$ cat src/hw/rtl/mkd_pkg.sv
// shared types, constants and letter table for the morse key decoder
package mkd_pkg;

  localparam int CFG_W      = 16;
  localparam int CFG_IDX_W  = 2;
  localparam int SYM_W      = 4;
  localparam int CNT_W      = 3;
  localparam int CODE_W     = 7;
  localparam int LETTERS    = 26;

  localparam logic [CFG_IDX_W-1:0] CFG_DOT_THRESHOLD = 2'd0;
  localparam logic [CFG_IDX_W-1:0] CFG_LETTER_GAP    = 2'd1;
  localparam logic [CFG_IDX_W-1:0] CFG_WORD_GAP      = 2'd2;

  localparam logic [CFG_W-1:0] DOT_THRESHOLD_RST = 16'd250;
  localparam logic [CFG_W-1:0] LETTER_GAP_RST    = 16'd750;
  localparam logic [CFG_W-1:0] WORD_GAP_RST      = 16'd1750;

  localparam logic [CNT_W-1:0]  MAX_SYMBOLS  = 3'd4;
  localparam logic [CNT_W-1:0]  TOO_LONG     = 3'd5;
  localparam logic [CODE_W-1:0] CODE_UNKNOWN = 7'd63;
  localparam logic [CODE_W-1:0] CODE_SPACE   = 7'd32;
  localparam logic [CODE_W-1:0] CODE_A       = 7'd65;

  // symbol patterns A..Z, first symbol in bit 0, dash is 1
  localparam logic [SYM_W-1:0] LETTER_BITS [LETTERS] = '{
    4'd2, 4'd1, 4'd5, 4'd1, 4'd0, 4'd4, 4'd3, 4'd0, 4'd0, 4'd14, 4'd5, 4'd2, 4'd3,
    4'd1, 4'd7, 4'd6, 4'd11, 4'd2, 4'd0, 4'd1, 4'd4, 4'd8, 4'd6, 4'd9, 4'd13, 4'd3
  };
  localparam logic [CNT_W-1:0] LETTER_LEN [LETTERS] = '{
    3'd2, 3'd4, 3'd4, 3'd3, 3'd1, 3'd4, 3'd3, 3'd4, 3'd2, 3'd4, 3'd3, 3'd4, 3'd2,
    3'd2, 3'd3, 3'd4, 3'd4, 3'd3, 3'd3, 3'd1, 3'd3, 3'd4, 3'd3, 3'd4, 3'd4, 3'd4
  };

  typedef enum logic [1:0] {
    EV_PRESS_FIRST,
    EV_PRESS_HOLD,
    EV_RELEASE,
    EV_IDLE
  } ev_kind_t;

  // one classified tick handed from front to back
  typedef struct packed {
    ev_kind_t kind;
    logic     dash;
    logic     letter_hit;
    logic     word_hit;
  } mkd_evt_t;

  function automatic logic [CODE_W-1:0] decode_letter(input logic [SYM_W-1:0] bits,
                                                      input logic [CNT_W-1:0] count);
    logic [CODE_W-1:0] code;
    code = CODE_UNKNOWN;
    for (int i = 0; i < LETTERS; i++) begin
      if (LETTER_LEN[i] == count && LETTER_BITS[i] == bits) begin
        code = CODE_A + CODE_W'(i);
      end
    end
    return code;
  endfunction

endpackage

$ cat src/hw/rtl/mkd_if.sv
// valid/ready channel interfaces for key ticks and decoder results
interface mkd_in_if;
  logic valid;
  logic ready;
  logic key_level;
  modport source (output valid, output key_level, input ready);
  modport sink   (input valid, input key_level, output ready);
endinterface

interface mkd_out_if;
  logic       valid;
  logic       ready;
  logic       char_valid;
  logic [6:0] char_code;
  logic [3:0] live_symbols;
  logic [2:0] live_count;
  modport source (output valid, output char_valid, output char_code,
                  output live_symbols, output live_count, input ready);
  modport sink   (input valid, input char_valid, input char_code,
                  input live_symbols, input live_count, output ready);
endinterface

$ cat src/hw/rtl/mkd_front.sv
// front end: key timers, config registers and tick classification
module mkd_front #(
  parameter int TIMER_BITS = 16
) (
  input  logic                           clk,
  input  logic                           rst_n,
  input  logic                           cfg_we,
  input  logic [mkd_pkg::CFG_IDX_W-1:0]  cfg_index,
  input  logic [mkd_pkg::CFG_W-1:0]      cfg_data,
  input  logic                           in_fire,
  input  logic                           key_level,
  output mkd_pkg::mkd_evt_t              evt
);
  import mkd_pkg::*;

  localparam int CMP_W = (TIMER_BITS > CFG_W) ? TIMER_BITS : CFG_W;
  localparam logic [TIMER_BITS-1:0] TIMER_MAX = {TIMER_BITS{1'b1}};

  logic [CFG_W-1:0]      dot_thr_r, char_gap_r, space_gap_r;
  logic                  key_down_r, key_down_nxt;
  logic [TIMER_BITS-1:0] press_r, press_nxt;
  logic [TIMER_BITS-1:0] idle_r, idle_nxt;

  always_ff @(posedge clk) begin
    if (!rst_n) begin
      dot_thr_r   <= DOT_THRESHOLD_RST;
      char_gap_r  <= LETTER_GAP_RST;
      space_gap_r <= WORD_GAP_RST;
    end else if (cfg_we) begin
      unique case (cfg_index)
        CFG_DOT_THRESHOLD: dot_thr_r   <= cfg_data;
        CFG_LETTER_GAP:    char_gap_r  <= cfg_data;
        CFG_WORD_GAP:      space_gap_r <= cfg_data;
        default: ;
      endcase
    end
  end

  always_comb begin
    key_down_nxt = key_level;
    press_nxt    = press_r;
    idle_nxt     = idle_r;
    evt.dash     = 1'b0;
    if (key_level) begin
      if (!key_down_r) begin
        evt.kind  = EV_PRESS_FIRST;
        press_nxt = TIMER_BITS'(1);
      end else begin
        evt.kind  = EV_PRESS_HOLD;
        press_nxt = (press_r == TIMER_MAX) ? TIMER_MAX : press_r + 1'b1;
      end
    end else if (key_down_r) begin
      evt.kind  = EV_RELEASE;
      evt.dash  = CMP_W'(press_r) >= CMP_W'(dot_thr_r);
      press_nxt = '0;
      idle_nxt  = '0;
    end else begin
      evt.kind = EV_IDLE;
      idle_nxt = (idle_r == TIMER_MAX) ? TIMER_MAX : idle_r + 1'b1;
    end
    evt.letter_hit = CMP_W'(idle_nxt) > CMP_W'(char_gap_r);
    evt.word_hit   = CMP_W'(idle_nxt) > CMP_W'(space_gap_r);
  end

  always_ff @(posedge clk) begin
    if (!rst_n) begin
      key_down_r <= 1'b0;
      press_r    <= '0;
      idle_r     <= '0;
    end else if (in_fire) begin
      key_down_r <= key_down_nxt;
      press_r    <= press_nxt;
      idle_r     <= idle_nxt;
    end
  end

endmodule

$ cat src/hw/rtl/mkd_queue.sv
// two-entry queue of classified ticks between front and back
module mkd_queue (
  input  logic              clk,
  input  logic              rst_n,
  input  logic              push,
  input  mkd_pkg::mkd_evt_t push_evt,
  output logic              full,
  input  logic              pop,
  output logic              head_valid,
  output mkd_pkg::mkd_evt_t head_evt
);
  import mkd_pkg::*;

  mkd_evt_t   entry_r [2];
  logic       wr_ptr_r, rd_ptr_r;
  logic [1:0] count_r;

  assign full       = count_r == 2'd2;
  assign head_valid = count_r != 2'd0;
  assign head_evt   = entry_r[rd_ptr_r];

  always_ff @(posedge clk) begin
    if (push) begin
      entry_r[wr_ptr_r] <= push_evt;
    end
  end

  always_ff @(posedge clk) begin
    if (!rst_n) begin
      wr_ptr_r <= 1'b0;
      rd_ptr_r <= 1'b0;
      count_r  <= 2'd0;
    end else begin
      if (push) wr_ptr_r <= ~wr_ptr_r;
      if (pop)  rd_ptr_r <= ~rd_ptr_r;
      count_r <= count_r + {1'b0, push} - {1'b0, pop};
    end
  end

endmodule

$ cat src/hw/rtl/mkd_back.sv
// back end: symbol buffer, letter decode, word space and result register
module mkd_back (
  input  logic              clk,
  input  logic              rst_n,
  input  logic              evt_valid,
  input  mkd_pkg::mkd_evt_t evt,
  output logic              pop,
  mkd_out_if.source         out_ch
);
  import mkd_pkg::*;

  logic [SYM_W-1:0]  sym_r, sym_nxt;
  logic [CNT_W-1:0]  cnt_r, cnt_nxt;
  logic              space_r, space_nxt;
  logic              out_valid_r;
  logic              char_valid_r, char_valid_nxt;
  logic [CODE_W-1:0] code_r, code_nxt;
  logic              released;

  assign pop = evt_valid && (!out_valid_r || out_ch.ready);

  always_comb begin
    sym_nxt        = sym_r;
    cnt_nxt        = cnt_r;
    space_nxt      = space_r;
    char_valid_nxt = 1'b0;
    code_nxt       = '0;
    unique case (evt.kind)
      EV_PRESS_FIRST: space_nxt = 1'b0;
      EV_PRESS_HOLD:  ;
      EV_RELEASE: begin
        if (cnt_r < MAX_SYMBOLS) begin
          if (evt.dash) sym_nxt[cnt_r[1:0]] = 1'b1;
          cnt_nxt = cnt_r + 1'b1;
        end else begin
          cnt_nxt = TOO_LONG;
        end
      end
      EV_IDLE: ;
    endcase
    released = (evt.kind == EV_RELEASE) || (evt.kind == EV_IDLE);
    if (released) begin
      if (cnt_nxt != '0 && evt.letter_hit) begin
        code_nxt       = decode_letter(sym_nxt, cnt_nxt);
        char_valid_nxt = 1'b1;
        sym_nxt        = '0;
        cnt_nxt        = '0;
        space_nxt      = 1'b1;
      end else if (cnt_nxt == '0 && space_nxt && evt.word_hit) begin
        code_nxt       = CODE_SPACE;
        char_valid_nxt = 1'b1;
        space_nxt      = 1'b0;
      end
    end
  end

  always_ff @(posedge clk) begin
    if (!rst_n) begin
      sym_r       <= '0;
      cnt_r       <= '0;
      space_r     <= 1'b0;
      out_valid_r <= 1'b0;
    end else begin
      if (pop) begin
        sym_r       <= sym_nxt;
        cnt_r       <= cnt_nxt;
        space_r     <= space_nxt;
        out_valid_r <= 1'b1;
      end else if (out_ch.ready) begin
        out_valid_r <= 1'b0;
      end
    end
  end

  always_ff @(posedge clk) begin
    if (pop) begin
      char_valid_r <= char_valid_nxt;
      code_r       <= code_nxt;
    end
  end

  assign out_ch.valid        = out_valid_r;
  assign out_ch.char_valid   = char_valid_r;
  assign out_ch.char_code    = code_r;
  assign out_ch.live_symbols = sym_r;
  assign out_ch.live_count   = cnt_r;

endmodule

$ cat src/hw/rtl/morse_key_decoder.sv
// an accepted tick beat is written into the two-entry queue, then popped into the result register
// throughput: one tick per cycle; the front accepts while the two-entry queue has room
// the back end takes one queued tick per cycle whenever the result register is free
// reset: synchronous active-low; clears timers, symbols, queue and result valid
// config registers return to 250, 750 and 1750 ticks
module morse_key_decoder #(
  parameter int TIMER_BITS = 16
) (
  input  logic                           clk,
  input  logic                           rst_n,
  input  logic                           cfg_we,
  input  logic [mkd_pkg::CFG_IDX_W-1:0]  cfg_index,
  input  logic [mkd_pkg::CFG_W-1:0]      cfg_data,
  mkd_in_if.sink                         in_ch,
  mkd_out_if.source                      out_ch
);
  import mkd_pkg::*;

  mkd_evt_t front_evt, head_evt;
  logic     q_full, q_head_valid, q_pop, in_fire;

  assign in_ch.ready = !q_full;
  assign in_fire     = in_ch.valid && !q_full;

  mkd_front #(.TIMER_BITS(TIMER_BITS)) u_front (
    .clk       (clk),
    .rst_n     (rst_n),
    .cfg_we    (cfg_we),
    .cfg_index (cfg_index),
    .cfg_data  (cfg_data),
    .in_fire   (in_fire),
    .key_level (in_ch.key_level),
    .evt       (front_evt)
  );

  mkd_queue u_queue (
    .clk        (clk),
    .rst_n      (rst_n),
    .push       (in_fire),
    .push_evt   (front_evt),
    .full       (q_full),
    .pop        (q_pop),
    .head_valid (q_head_valid),
    .head_evt   (head_evt)
  );

  mkd_back u_back (
    .clk       (clk),
    .rst_n     (rst_n),
    .evt_valid (q_head_valid),
    .evt       (head_evt),
    .pop       (q_pop),
    .out_ch    (out_ch)
  );

endmodule

$ cat src/flat_wrapper.sv
// flat-port wrapper written by rule: the top's interface ports become plain ports
module morse_key_decoder_flat import mkd_pkg::*;
#(
  parameter int TIMER_BITS = 16
)
  (clk, rst_n, cfg_we, cfg_index, cfg_data, in_ch_valid, in_ch_key_level, in_ch_ready, out_ch_valid, out_ch_char_valid, out_ch_char_code, out_ch_live_symbols, out_ch_live_count, out_ch_ready);
  mkd_in_if in_ch_i ();
  mkd_out_if out_ch_i ();
  input  logic clk;
  input  logic rst_n;
  input  logic cfg_we;
  input  logic [mkd_pkg::CFG_IDX_W-1:0] cfg_index;
  input  logic [mkd_pkg::CFG_W-1:0] cfg_data;
  input wire logic [$bits(in_ch_i.valid)-1:0] in_ch_valid;
  input wire logic [$bits(in_ch_i.key_level)-1:0] in_ch_key_level;
  output wire logic [$bits(in_ch_i.ready)-1:0] in_ch_ready;
  output wire logic [$bits(out_ch_i.valid)-1:0] out_ch_valid;
  output wire logic [$bits(out_ch_i.char_valid)-1:0] out_ch_char_valid;
  output wire logic [$bits(out_ch_i.char_code)-1:0] out_ch_char_code;
  output wire logic [$bits(out_ch_i.live_symbols)-1:0] out_ch_live_symbols;
  output wire logic [$bits(out_ch_i.live_count)-1:0] out_ch_live_count;
  input wire logic [$bits(out_ch_i.ready)-1:0] out_ch_ready;
  assign in_ch_i.valid = in_ch_valid;
  assign in_ch_i.key_level = in_ch_key_level;
  assign in_ch_ready = in_ch_i.ready;
  assign out_ch_valid = out_ch_i.valid;
  assign out_ch_char_valid = out_ch_i.char_valid;
  assign out_ch_char_code = out_ch_i.char_code;
  assign out_ch_live_symbols = out_ch_i.live_symbols;
  assign out_ch_live_count = out_ch_i.live_count;
  assign out_ch_i.ready = out_ch_ready;
  morse_key_decoder #(.TIMER_BITS(TIMER_BITS)) u_core (.clk(clk), .rst_n(rst_n), .cfg_we(cfg_we), .cfg_index(cfg_index), .cfg_data(cfg_data), .in_ch(in_ch_i), .out_ch(out_ch_i));
endmodule
$ cat config.mk
export PLATFORM = sky130hd
export DESIGN_NAME = morse_key_decoder_flat
export DESIGN_NICKNAME = d
export VERILOG_FILES = /design/src/hw/rtl/mkd_pkg.sv /design/src/hw/rtl/mkd_if.sv /design/src/hw/rtl/mkd_front.sv /design/src/hw/rtl/mkd_queue.sv /design/src/hw/rtl/mkd_back.sv /design/src/hw/rtl/morse_key_decoder.sv /design/src/flat_wrapper.sv
export SDC_FILE = /design/constraint.sdc
export NUM_CORES = 1
export LEC_CHECK = 0
export BUFFER_PORTS_ARGS = -buffer_cell sky130_fd_sc_hd__buf_2
export CAP_MARGIN = 20
export CORE_ASPECT_RATIO = 1.75
export CORE_MARGIN = 10
export CORE_UTILIZATION = 35
export CTS_CLUSTER_SIZE = 40
export DETAILED_ROUTE_END_ITERATION = 8
export GPL_ROUTABILITY_DRIVEN = 0
export PLACE_DENSITY = 0.53
export SYNTH_ARGS = -nofsm -noshare
export SYNTH_HDL_FRONTEND = slang
export SYNTH_HIERARCHICAL = 1
export SYNTH_SLANG_ARGS = --single-unit
export TNS_END_PERCENT = 100
$ cat constraint.sdc
create_clock -name clk -period 3.25 [get_ports clk]
set_input_delay 0.4875 -clock clk [delete_from_list [all_inputs] [get_ports clk]]
set_output_delay 0.4875 -clock clk [all_outputs]
set_load 0.02 [all_outputs]
==> impl_results.md, run 1 <==
- Status: finished clean
- Clock skew: ~0.0051 ns
- Maximum fanout along the worst path: 9
- R2R cell count: 7
- Die Ht: 206 µm
- Setup CP Type: register to register
- Starting density of the core: 35.8%
- FFs w/ async S/R, synth: 0%
- First-pass GRT wire length: ~33,000 µm
- Synth cell count leaders: nand2_1 (117), dfxtp_1 (95), inv_1 (66), a21oi_1 (60), ha_1 (57)
- Post-layout util: a little over two fifths
- Share of layout cells above drive strength 1: ~17%
- Final Worst Setup Slack: 0.143 ns
- Dominant cells by area after synthesis: dfxtp_1 (28%), ha_1 (10%), edfxtp_1 (7.8%), nand2_1 (6.4%), a21oi_1 (4.3%)
- Endpoints failing setup: 0
- Synthesized area per cell: between 8 and 9 µm²
- Max Freq: 322 MHz
- WL final: between 20,000 and 25,000 µm
- Row count: between 60 and 70
- Register Area: 2440 µm²
- Sink Count: ~110
- Root Buffer: clkbuf_16
- Max Root-Sink Buffers: 2
- Top_reg_cell synth: dfxtp_1
- Routed Antenna Nets: 0
- Capture point of the worst reg-to-reg path: u_core/u_back/out_ch.char_code[6]
- Post-synth EDFFs: 18
- ANT cells: 0
- Minimum clock period: 3.11 ns
- Post-Place Setup Slack: around 0.062 ns
- DP HPWL: approximately 16,000 µm
- Leading area contributor after synthesis: dfxtp_1
- Clk Latency, worst-skew pair: about 0.42 ns
- Yosys top cell area share: 27.5%
- Slew Limit Headroom: 43.1%
- Number of global-route vias before repair: 6,360
- Hold Worst Slack: 0.332 ns
- Tcrit/Tclk final: 95.6%
- Remaining DRCs: 0
- Fillcell total: 1,992
- Slowest stage cell, crit path: or4b_1
- PortBufs: 40
- Worst hold stages: 3
- Area of the multi-input gates: roughly 4100 µm²
- Slew Viols, Final: 0
- Leakage power: 3.35 nW
- 1st-iter DRT viols: 364
- H-Tree Depth: 4
- Slew @ Worst Pin: between 0.8 and 0.9 ns
- Synth Instances: 832
- Max Cap Viol: 0
- # placed instances: ~1,100
- Synth Cell Area: ~7000 µm²
- Worst Setup End Kind: register
- Final hold vios: 0
- Buffer and inverter count on the worst path: 0
- Total vias in the final route: approximately 6,300
- IO Count: 41
- CP startpoint kind: register
- Worst endpoint required time: about 3.4 ns
- WL/cell: between 15 and 20 µm
- DR vias/cell: about 5.4
- Crit-path leading delay family: compound AO/OA/AOI/OAI gates
- Pwr/cell area: approximately 520 nW/µm²
- DRT Pass-1 Iters: 5
- Global route total overflow: 0
- Final Power: 4.24 mW
- Number of distinct library cells after synthesis: 84
- Antenna violations before repair: 0
- Worst-path clk slew: about 0.06 ns
- Largest net degree at the start of global routing: 33
- Yosys reg bits: about 110
- Count leader, synth: nand2_1
- Final non-filler cell total: between 1,000 and 1,500
- Die width: 126 µm
- TritonCTS buffer count: 17
- Die Area: around 26,000 µm²
- Area of the core: around 19,000 µm²
- Final #Nets: around 990
- GRT Util Overall: approximately 16%
- CTS tree: done
- Peak VDD IR: 0.322 mV
- Worst hold path type: input port to register
- Syn-to-layout area delta: 18.4%
- Hold_sp: cfg_data[1]
- Register area share after synthesis: 35.4%
- Yosys warns: 6
- Setup slack, reg-to-reg: 0.14 ns
- Hold endpoint: u_core/u_front/space_gap_r[1]
- Worst-path cell chain: mux2_2 -> nand2b_1 -> a32oi_2 -> nor3_1 -> a311o_1 -> or4b_1 -> o31a_1
- Data arrival, critical path: 3.28 ns
- Syn Nets: slightly above 900
- Worst path max stage delay: 0.52 ns
worst max-delay path by stage:
| stage | start | endpoint | slack (ns) | depth (start not counted) |
|---|---|---|---|---|
| after floorplan | u_core/u_back/out_ch.live_count[0] | u_core/u_back/out_ch.char_code[6] | 0.22 | 9 |
| after global placement | u_core/u_front/idle_r[1] | u_core/u_queue/entry_r[0][0] | 0.009 | 12 |
| after detailed placement | u_core/u_front/idle_r[4] | u_core/u_queue/entry_r[0][0] | 0.06 | 11 |
| after CTS | u_core/u_front/idle_r[4] | u_core/u_queue/entry_r[0][0] | 0.06 | 11 |
| after global routing | u_core/u_front/idle_r[4] | u_core/u_queue/entry_r[0][0] | -0.006 | 11 |
| final | register | u_core/u_back/out_ch.char_code[6] | 0.14 | 7 |
per-layer routing:
layer	part of all wire, %	GRT usage [%]	wire length [µm]	vias up
met1	37	14.7	7510	2920
met4	3.4	8.16	687	0
met3	2.9	3.09	587	49
met2	56	30.3	11300	144
met5	0	0	0	-
li1	-	-	-	3173
registers in the layout, indices dropped and copies added (netlist names), 2 cells and up, named ones only:
signal / flops
u_core/u_front/char_gap_r: 16
u_core/u_front/dot_thr_r: 16
u_core/u_front/idle_r: 16
u_core/u_front/press_r: 16
u_core/u_front/space_gap_r: 16
u_core/u_queue/entry_r: 10
u_core/u_back/out_ch.char_code: 7
u_core/u_back/out_ch.live_symbols: 4
u_core/u_back/out_ch.live_count: 3
u_core/u_queue/count_r: 2
cell usage in the layout, fill, tap and decap left out, drive strengths merged, types with 6 or more instances in the layout:
cell,netlist,layout
o211ai,28,28
clkbuf,25,18
a21boi,34,34
nor3,25,25
mux2,6,6
dfxtp,95,95
nor4,6,6
o21ai,28,28
buf,9,88
nand2,117,117
a21oi,60,60
ha,57,57
inv,66,69
nor2,51,51
o21a,6,6
edfxtp,18,18
a31oi,16,16
nand3,31,31
and2,7,7
a211oi,8,8
nand4,15,15
clkinv,1,9
nor2b,14,14
a311oi,6,6
a21o,8,8
tightest hold or removal path: stages:
cell	delay (ns)
buf_2	0.10
nand2_1	0.05
o211ai_1	0.07
layout make-up:
cell class              instances  share of cell area (%)
multi-input cells             618                    50.1
flip-flops and latches        113                    29.9
repair buffers                 88                    6.86
clock buffers                  18                    5.25
well taps                     241                    3.69
inverters                      67                    3.08
clock inverters                14                    1.12
logic make-up (layout without fill, tap and decap cells):
group | count (synthesis) | count (layout) | share of synthesized area, %
flops | 113 | 113 | 35.4
xor+xnor | 8 | 8 | 1.21
buf+inv | 101 | 187 | 5.98
fa+ha+maj | 57 | 57 | 10.3
compound gates | 238 | 238 | 23.8
mux | 8 | 8 | 1.27
simple gates | 307 | 307 | 22.0
per-stage QoR:
stage | cell area, µm² | TNS [ns]
floorplan | 6900 | 0
global placement | 7600 | 0
detailed placement | 7600 | 0
CTS | 8120 | 0
global route | 8180 | -0.0127
finish | 8180 | 0
report_power, final:
group | switching, mW | internal [mW]
Combinational | 0.586 | 0.366
Clock | 0.709 | 0.966
Sequential | 0.0524 | 1.57
Total | 1.35 | 2.90
what timing repair did:
item	CTS	global route
hold buffers	0	0
endpoints found under the setup margin	0	6
gates resized for setup	0	11
endpoints found under the hold margin	0	0
setup buffers	0	1
(Power assumes the default switching activity.)
==> run 2: changes to the inputs <==
PLACE_DENSITY = unset   (was 0.53)
==> impl_results.md, run 2 (synthesis gave the netlist of run 1 again) <==
- Pwr/cell area: about 550 nW/µm²
- Max Root-Sink Buffers: 2
- IO Count: around 40
- ANT cells: 0
- Final #Nets: 976
- CTS tree: done
- Largest net degree at the start of global routing: 57
- DP HPWL: around 15,000 µm
- PortBufs: 40
- Most common cell after layout, fill and taps aside: nand2_1
- Syn-to-layout area delta: 19.1%
- Die Ht: 206 µm
- Status: finished clean
- Remaining DRCs: 0
- First-pass GRT wire length: 31,700 µm
- Sw frac: a little under a third
- Placement-stage cell area: 7530 µm²
- Slew Limit Headroom: between 40% and 50%
- Die width: about 130 µm
- Net Switching: roughly 1.4 mW
- GRT Util Overall: between 10 and 15%
- Sink Count: approximately 110
- Tcrit/Tclk final: a little over nine tenths
- Clock skew: just over 0.007 ns
- Fillcell total: a little under 2,000
- Endpoints failing setup: 0
- Comb pwr share: approximately a fifth
- Worst-path clk slew: around 0.060 ns
- Minimum clock period: ~3.1 ns
- Most frequent cells in the layout: nand2_1 (116), dfxtp_1 (94), inv_1 (66), a21oi_1 (60), ha_1 (57)
- Root Buffer: clkbuf_16
- Internal: 3.17 mW
- Slew @ Worst Pin: 0.869 ns
- Leakage power: between 3 and 4 nW
- Peak VDD IR: around 0.4 mV
- Max Cap Viol: 0
- Slew Viols, Final: 0
- Starting density of the core: a little over a third
- Data arrival, critical path: 3.28 ns
- Share of layout cells above drive strength 1: between 15 and 20%
- Post-CTS Hold Buffers: 0
- Worst hold path type: input port to register
- Antenna violations before repair: 0
- Final hold vios: 0
- TritonCTS buffer count: 17
- Part of the power in registers: 35.7%
- Maximum fanout along the worst path: 6
- CP startpoint kind: register
- Final TNS setup: 0 ns
- H-Tree Depth: 4
- Post-route cell area: 8220 µm²
- WL/cell: roughly 17 µm
- Setup CP Type: register to register
- WL final: a little under 20,000 µm
- Worst endpoint required time: 3.41 ns
- Max Freq: about 320 MHz
- Global route total overflow: 0
- DRT Pass-1 Iters: 5
- Worst Setup End Kind: register
- Row count: 67
- Number of global-route vias before repair: around 6,300
- DR vias/cell: about 5.5
- Die Area: about 26,000 µm²
- Routed Antenna Nets: 0
- Clk Latency, worst-skew pair: ~0.42 ns
- 1st-iter DRT viols: about 380
- Area of the core: between 15,000 and 20,000 µm²
- RSZ-0062 raised after global routing: false
- Clk pwr share: between 40% and 50%
- Total vias in the final route: between 6,000 and 7,000
-- run 2: layout make-up --
type	count	area, µm²	share of cell area [%]
Timing Repair Buffer	78	498	6.06
Clock buffer	18	450	5.48
Clock inverter	14	178	2.16
Sequential cell	113	2440	29.7
Inverter	67	251	3.06
Tap cell	241	302	3.67
Multi-Input combinational cell	618	4100	49.9
-- run 2: worst paths after layout --
kind / startpoint / end / slack, ns / depth (start not counted)
worst max register to register: u_core/u_front/idle_r[0] / u_core/u_queue/entry_r[0][0] / 0.12 / 12
worst min register to register: u_core/u_front/space_gap_r[15] / u_core/u_front/space_gap_r[15] / 0.46 / 2
worst min-delay path: cfg_data[2] / u_core/u_front/char_gap_r[2] / 0.33 / 3
worst max-delay path: u_core/u_front/idle_r[0] / u_core/u_queue/entry_r[0][0] / 0.12 / 12
-- run 2: repair_timing --
item,4_1_cts,5_1_grt
resized for setup,0,10
setup buffers,0,2
setup endpoints to repair,0,6
-- run 2: through the flow --
step	utilization [%]	worst slack, ns	power (mW)	instances	hold slack (ns)
2_1_floorplan	-	0.223	2.29	832	0.443
3_3_place_gp	39.1	0.128	2.57	1115	0.451
3_5_place_dp	39.1	0.0507	2.57	1115	0.459
4_1_cts	42.3	0.0552	4.57	1147	0.317
5_1_grt	42.6	0.0178	4.75	1149	0.344
6_report	42.6	0.124	4.53	1149	0.333
-- run 2: power by group through the flow --
stage | Combinational [mW] | Clock (mW) | Sequential (mW)
after global routing | 1.04 | 2.08 | 1.64
after detailed placement | 0.920 | 0 | 1.65
after CTS | 0.925 | 2.02 | 1.62
final | 0.930 | 1.98 | 1.62
after global placement | 0.919 | 0 | 1.65
after floorplan | 0.575 | 0 | 1.71
-- run 2: worst max-delay path, cell delays in order, from the launching register on --
cell and delay (ns):
dfxtp_1 0.34, buf_4 0.14, nand3_1 0.17, nor2_1 0.47, a21oi_1 0.13, a311oi_1 0.35
buf_4 0.18, ha_1 0.24, a21oi_1 0.17, o21ai_0 0.13, a221oi_2 0.30, buf_4 0.16
a22oi_1 0.09
-- run 2: per-layer routing --
layer	vias up	wire, µm	GRT usage (%)	share of wire, %
met2	158	10700	28.9	55
met4	0	797	8.33	4.1
met5	-	0	0	0
met3	55	612	2.60	3.1
li1	3151	-	-	-
met1	2990	7430	14.4	38
==> run 3: changes to the inputs <==
RECOVER_POWER = 50   (was unset)
==> impl_results.md, run 3 (synthesis gave the netlist of run 1 again) <==
- Maximum fanout along the worst path: 6
- Setup slack, reg-to-reg: between 0.1 and 0.15 ns
- Worst endpoint required time: roughly 3.4 ns
- Most common cell after layout, fill and taps aside: nand2_1
- Syn-to-layout area delta: 18.7%
- WL final: about 20,000 µm
- Most used cell, CP: buf_4
- Slowest stage cell, crit path: nor2_1
- Max Freq: around 320 MHz
- R2r startpoint: u_core/u_front/idle_r[0]
- Leakage power: 3.29 nW
- Final TNS setup: 0 ns
- H-Tree Depth: 4
- WL met1: 7410 µm
- Status: complete, but fails checks
- Final hold vios: 0
- Antenna violations before repair: 0
- Most frequent cells in the layout: nand2_1 (116), dfxtp_1 (94), inv_1 (66), a21oi_1 (60), ha_1 (57)
- Post-layout util: between 40% and 50%
- 1st-iter DRT viols: 380
- Post-Place Setup Slack: 0.0507 ns
- DP HPWL: between 10,000 and 15,000 µm
- Slew Viols, Final: between 50 and 60
- Failing checks: max-capacitance violations, max-slew violations
- R2R cell count: 12
- Slew Limit Headroom: -48.4%
- Top sig layer: met4
- Worst path max stage delay: 0.45 ns
- Post-route cell area: between 8000 and 9000 µm²
- Sink Count: approximately 110
- Slew @ Worst Pin: 2.23 ns
- GRT Util Overall: between 10% and 20%
- Row count: 67
- Worst-path cell chain: buf_4 -> nand3_1 -> nor2_1 -> a21oi_1 -> a311oi_1 -> buf_4 -> ha_1 -> a21oi_1 -> o21ai_0 -> a221oi_2 -> buf_4 -> a22oi_1
- CTS tree: done
- ANT cells: 0
- Worst hold stages: 3
- Total vias in the final route: around 6,300
- Worst hold path type: input port to register
- Worst Setup End Kind: register
- Largest net degree at the start of global routing: 57
- Final Worst Setup Slack: 0.132 ns
- Data arrival, critical path: 3.27 ns
- Minimum clock period: between 3 and 4 ns
- Setup CP Type: register to register
- Max Root-Sink Buffers: 2
- Hold endpoint: u_core/u_front/char_gap_r[2]
- CP startpoint kind: register
- Clk Latency, worst-skew pair: roughly 0.42 ns
- Max Cap Viol: 1
- Met2 wire len: 10,700 µm
- Endpoints failing setup: 0
- TritonCTS buffer count: 17
- WL met3: 606 µm
- Die Area: between 20,000 and 30,000 µm²
- Area of the core: around 19,000 µm²
- DR vias/cell: around 5.5
- Number of global-route vias before repair: roughly 6,300
- Clock skew: a little over 0.007 ns
- Routed Antenna Nets: 0
- First-pass GRT wire length: 31,700 µm
- Remaining DRCs: 0
- PortBufs: 40
- Starting density of the core: 35.8%
- Die Ht: 206 µm
- WL/cell: approximately 17 µm
- Placement-stage cell area: around 7500 µm²
- Global route total overflow: 0
- Peak VDD IR: slightly below 0.4 mV
- Pwr/cell area: about 550 nW/µm²
- Root Buffer: clkbuf_16
- IO Count: around 40
- Final #Nets: 976
- Die width: 126 µm
- Final Power: about 4.5 mW
- Tcrit/Tclk final: about 96%
- DRT Pass-1 Iters: 5
- Post-CTS Hold Buffers: 0
- Hold_sp: cfg_data[2]
- Worst-path clk slew: ~0.060 ns
- Share of layout cells above drive strength 1: ~14%
- Capture point of the worst reg-to-reg path: u_core/u_queue/entry_r[0][0]
- RSZ-0062 raised after global routing: false
==> run 3: cell count changes in the layout (fill, tap and decap cells not counted) <==
cell / before / now
and2_0: 0 / 1
buf_2: 40 / 27
and2_1: 7 / 6
clkbuf_1: 0 / 15
buf_4: 37 / 34
clkbuf_2: 0 / 1
==> run 3: timing repair <==
item	CTS	global route
endpoints found under the setup margin	0	6
buffers inserted	0	2
endpoints found under the hold margin	0	0
gates resized for setup	0	10
==> run 3: metal layers <==
metal / up-vias / track usage (%)
met1: 2977 / 14.4
met4: 0 / 8.33
met2: 145 / 28.9
met3: 52 / 2.60
li1: 3150 / -
met5: - / 0
==> run 3: critical path: cells and delay by family (launching register included) <==
kind	cells	cell delay, ns
flip-flops	1	0.34
buffers and inverters	3	0.49
AND/OR/NAND/NOR	2	0.62
adder cells (fa/ha/maj)	1	0.24
AO/OA/AOI/OAI	6	1.18
==> run 3: report_power, final <==
group	internal [mW]	switching, mW	leakage (nW)
combinational	0.331	0.583	2.05
clock	1.26	0.724	0.296
sequential	1.57	0.0569	0.949
total	3.16	1.36	3.29
==> run 3: how the worst max path moves through the flow <==
| stage | start | end | slack [ns] | cells after the start |
|---|---|---|---|---|
| global route | u_core/u_back/out_ch.live_count[1] | u_core/u_back/out_ch.char_code[5] | 0.02 | 8 |
| floorplan | u_core/u_back/out_ch.live_count[0] | u_core/u_back/out_ch.char_code[6] | 0.22 | 9 |
| global placement | u_core/u_front/idle_r[4] | u_core/u_queue/entry_r[1][0] | 0.13 | 12 |
| finish | u_core/u_front/idle_r[0] | u_core/u_queue/entry_r[0][0] | 0.13 | 12 |
| detailed placement | u_core/u_front/idle_r[4] | u_core/u_queue/entry_r[0][0] | 0.05 | 12 |
| CTS | u_core/u_front/idle_r[4] | u_core/u_queue/entry_r[0][0] | 0.06 | 12 |
==> run 3: stage by stage <==
| step | hold WS [ns] | std cells |
|---|---|---|
| floorplan | 0.443 | 832 |
| global placement | 0.451 | 1115 |
| detailed placement | 0.459 | 1115 |
| CTS | 0.317 | 1147 |
| global route | 0.344 | 1149 |
| finish | 0.333 | 1149 |
==> run 3: layout make-up <==
type / count / area (µm²)
well taps: 241 / 302
flip-flops and latches: 113 / 2440
fillers: 1997 / 11100
inverters: 67 / 251
clock inverters: 14 / 178
repair buffers: 78 / 472
clock buffers: 18 / 450
multi-input cells: 618 / 4100
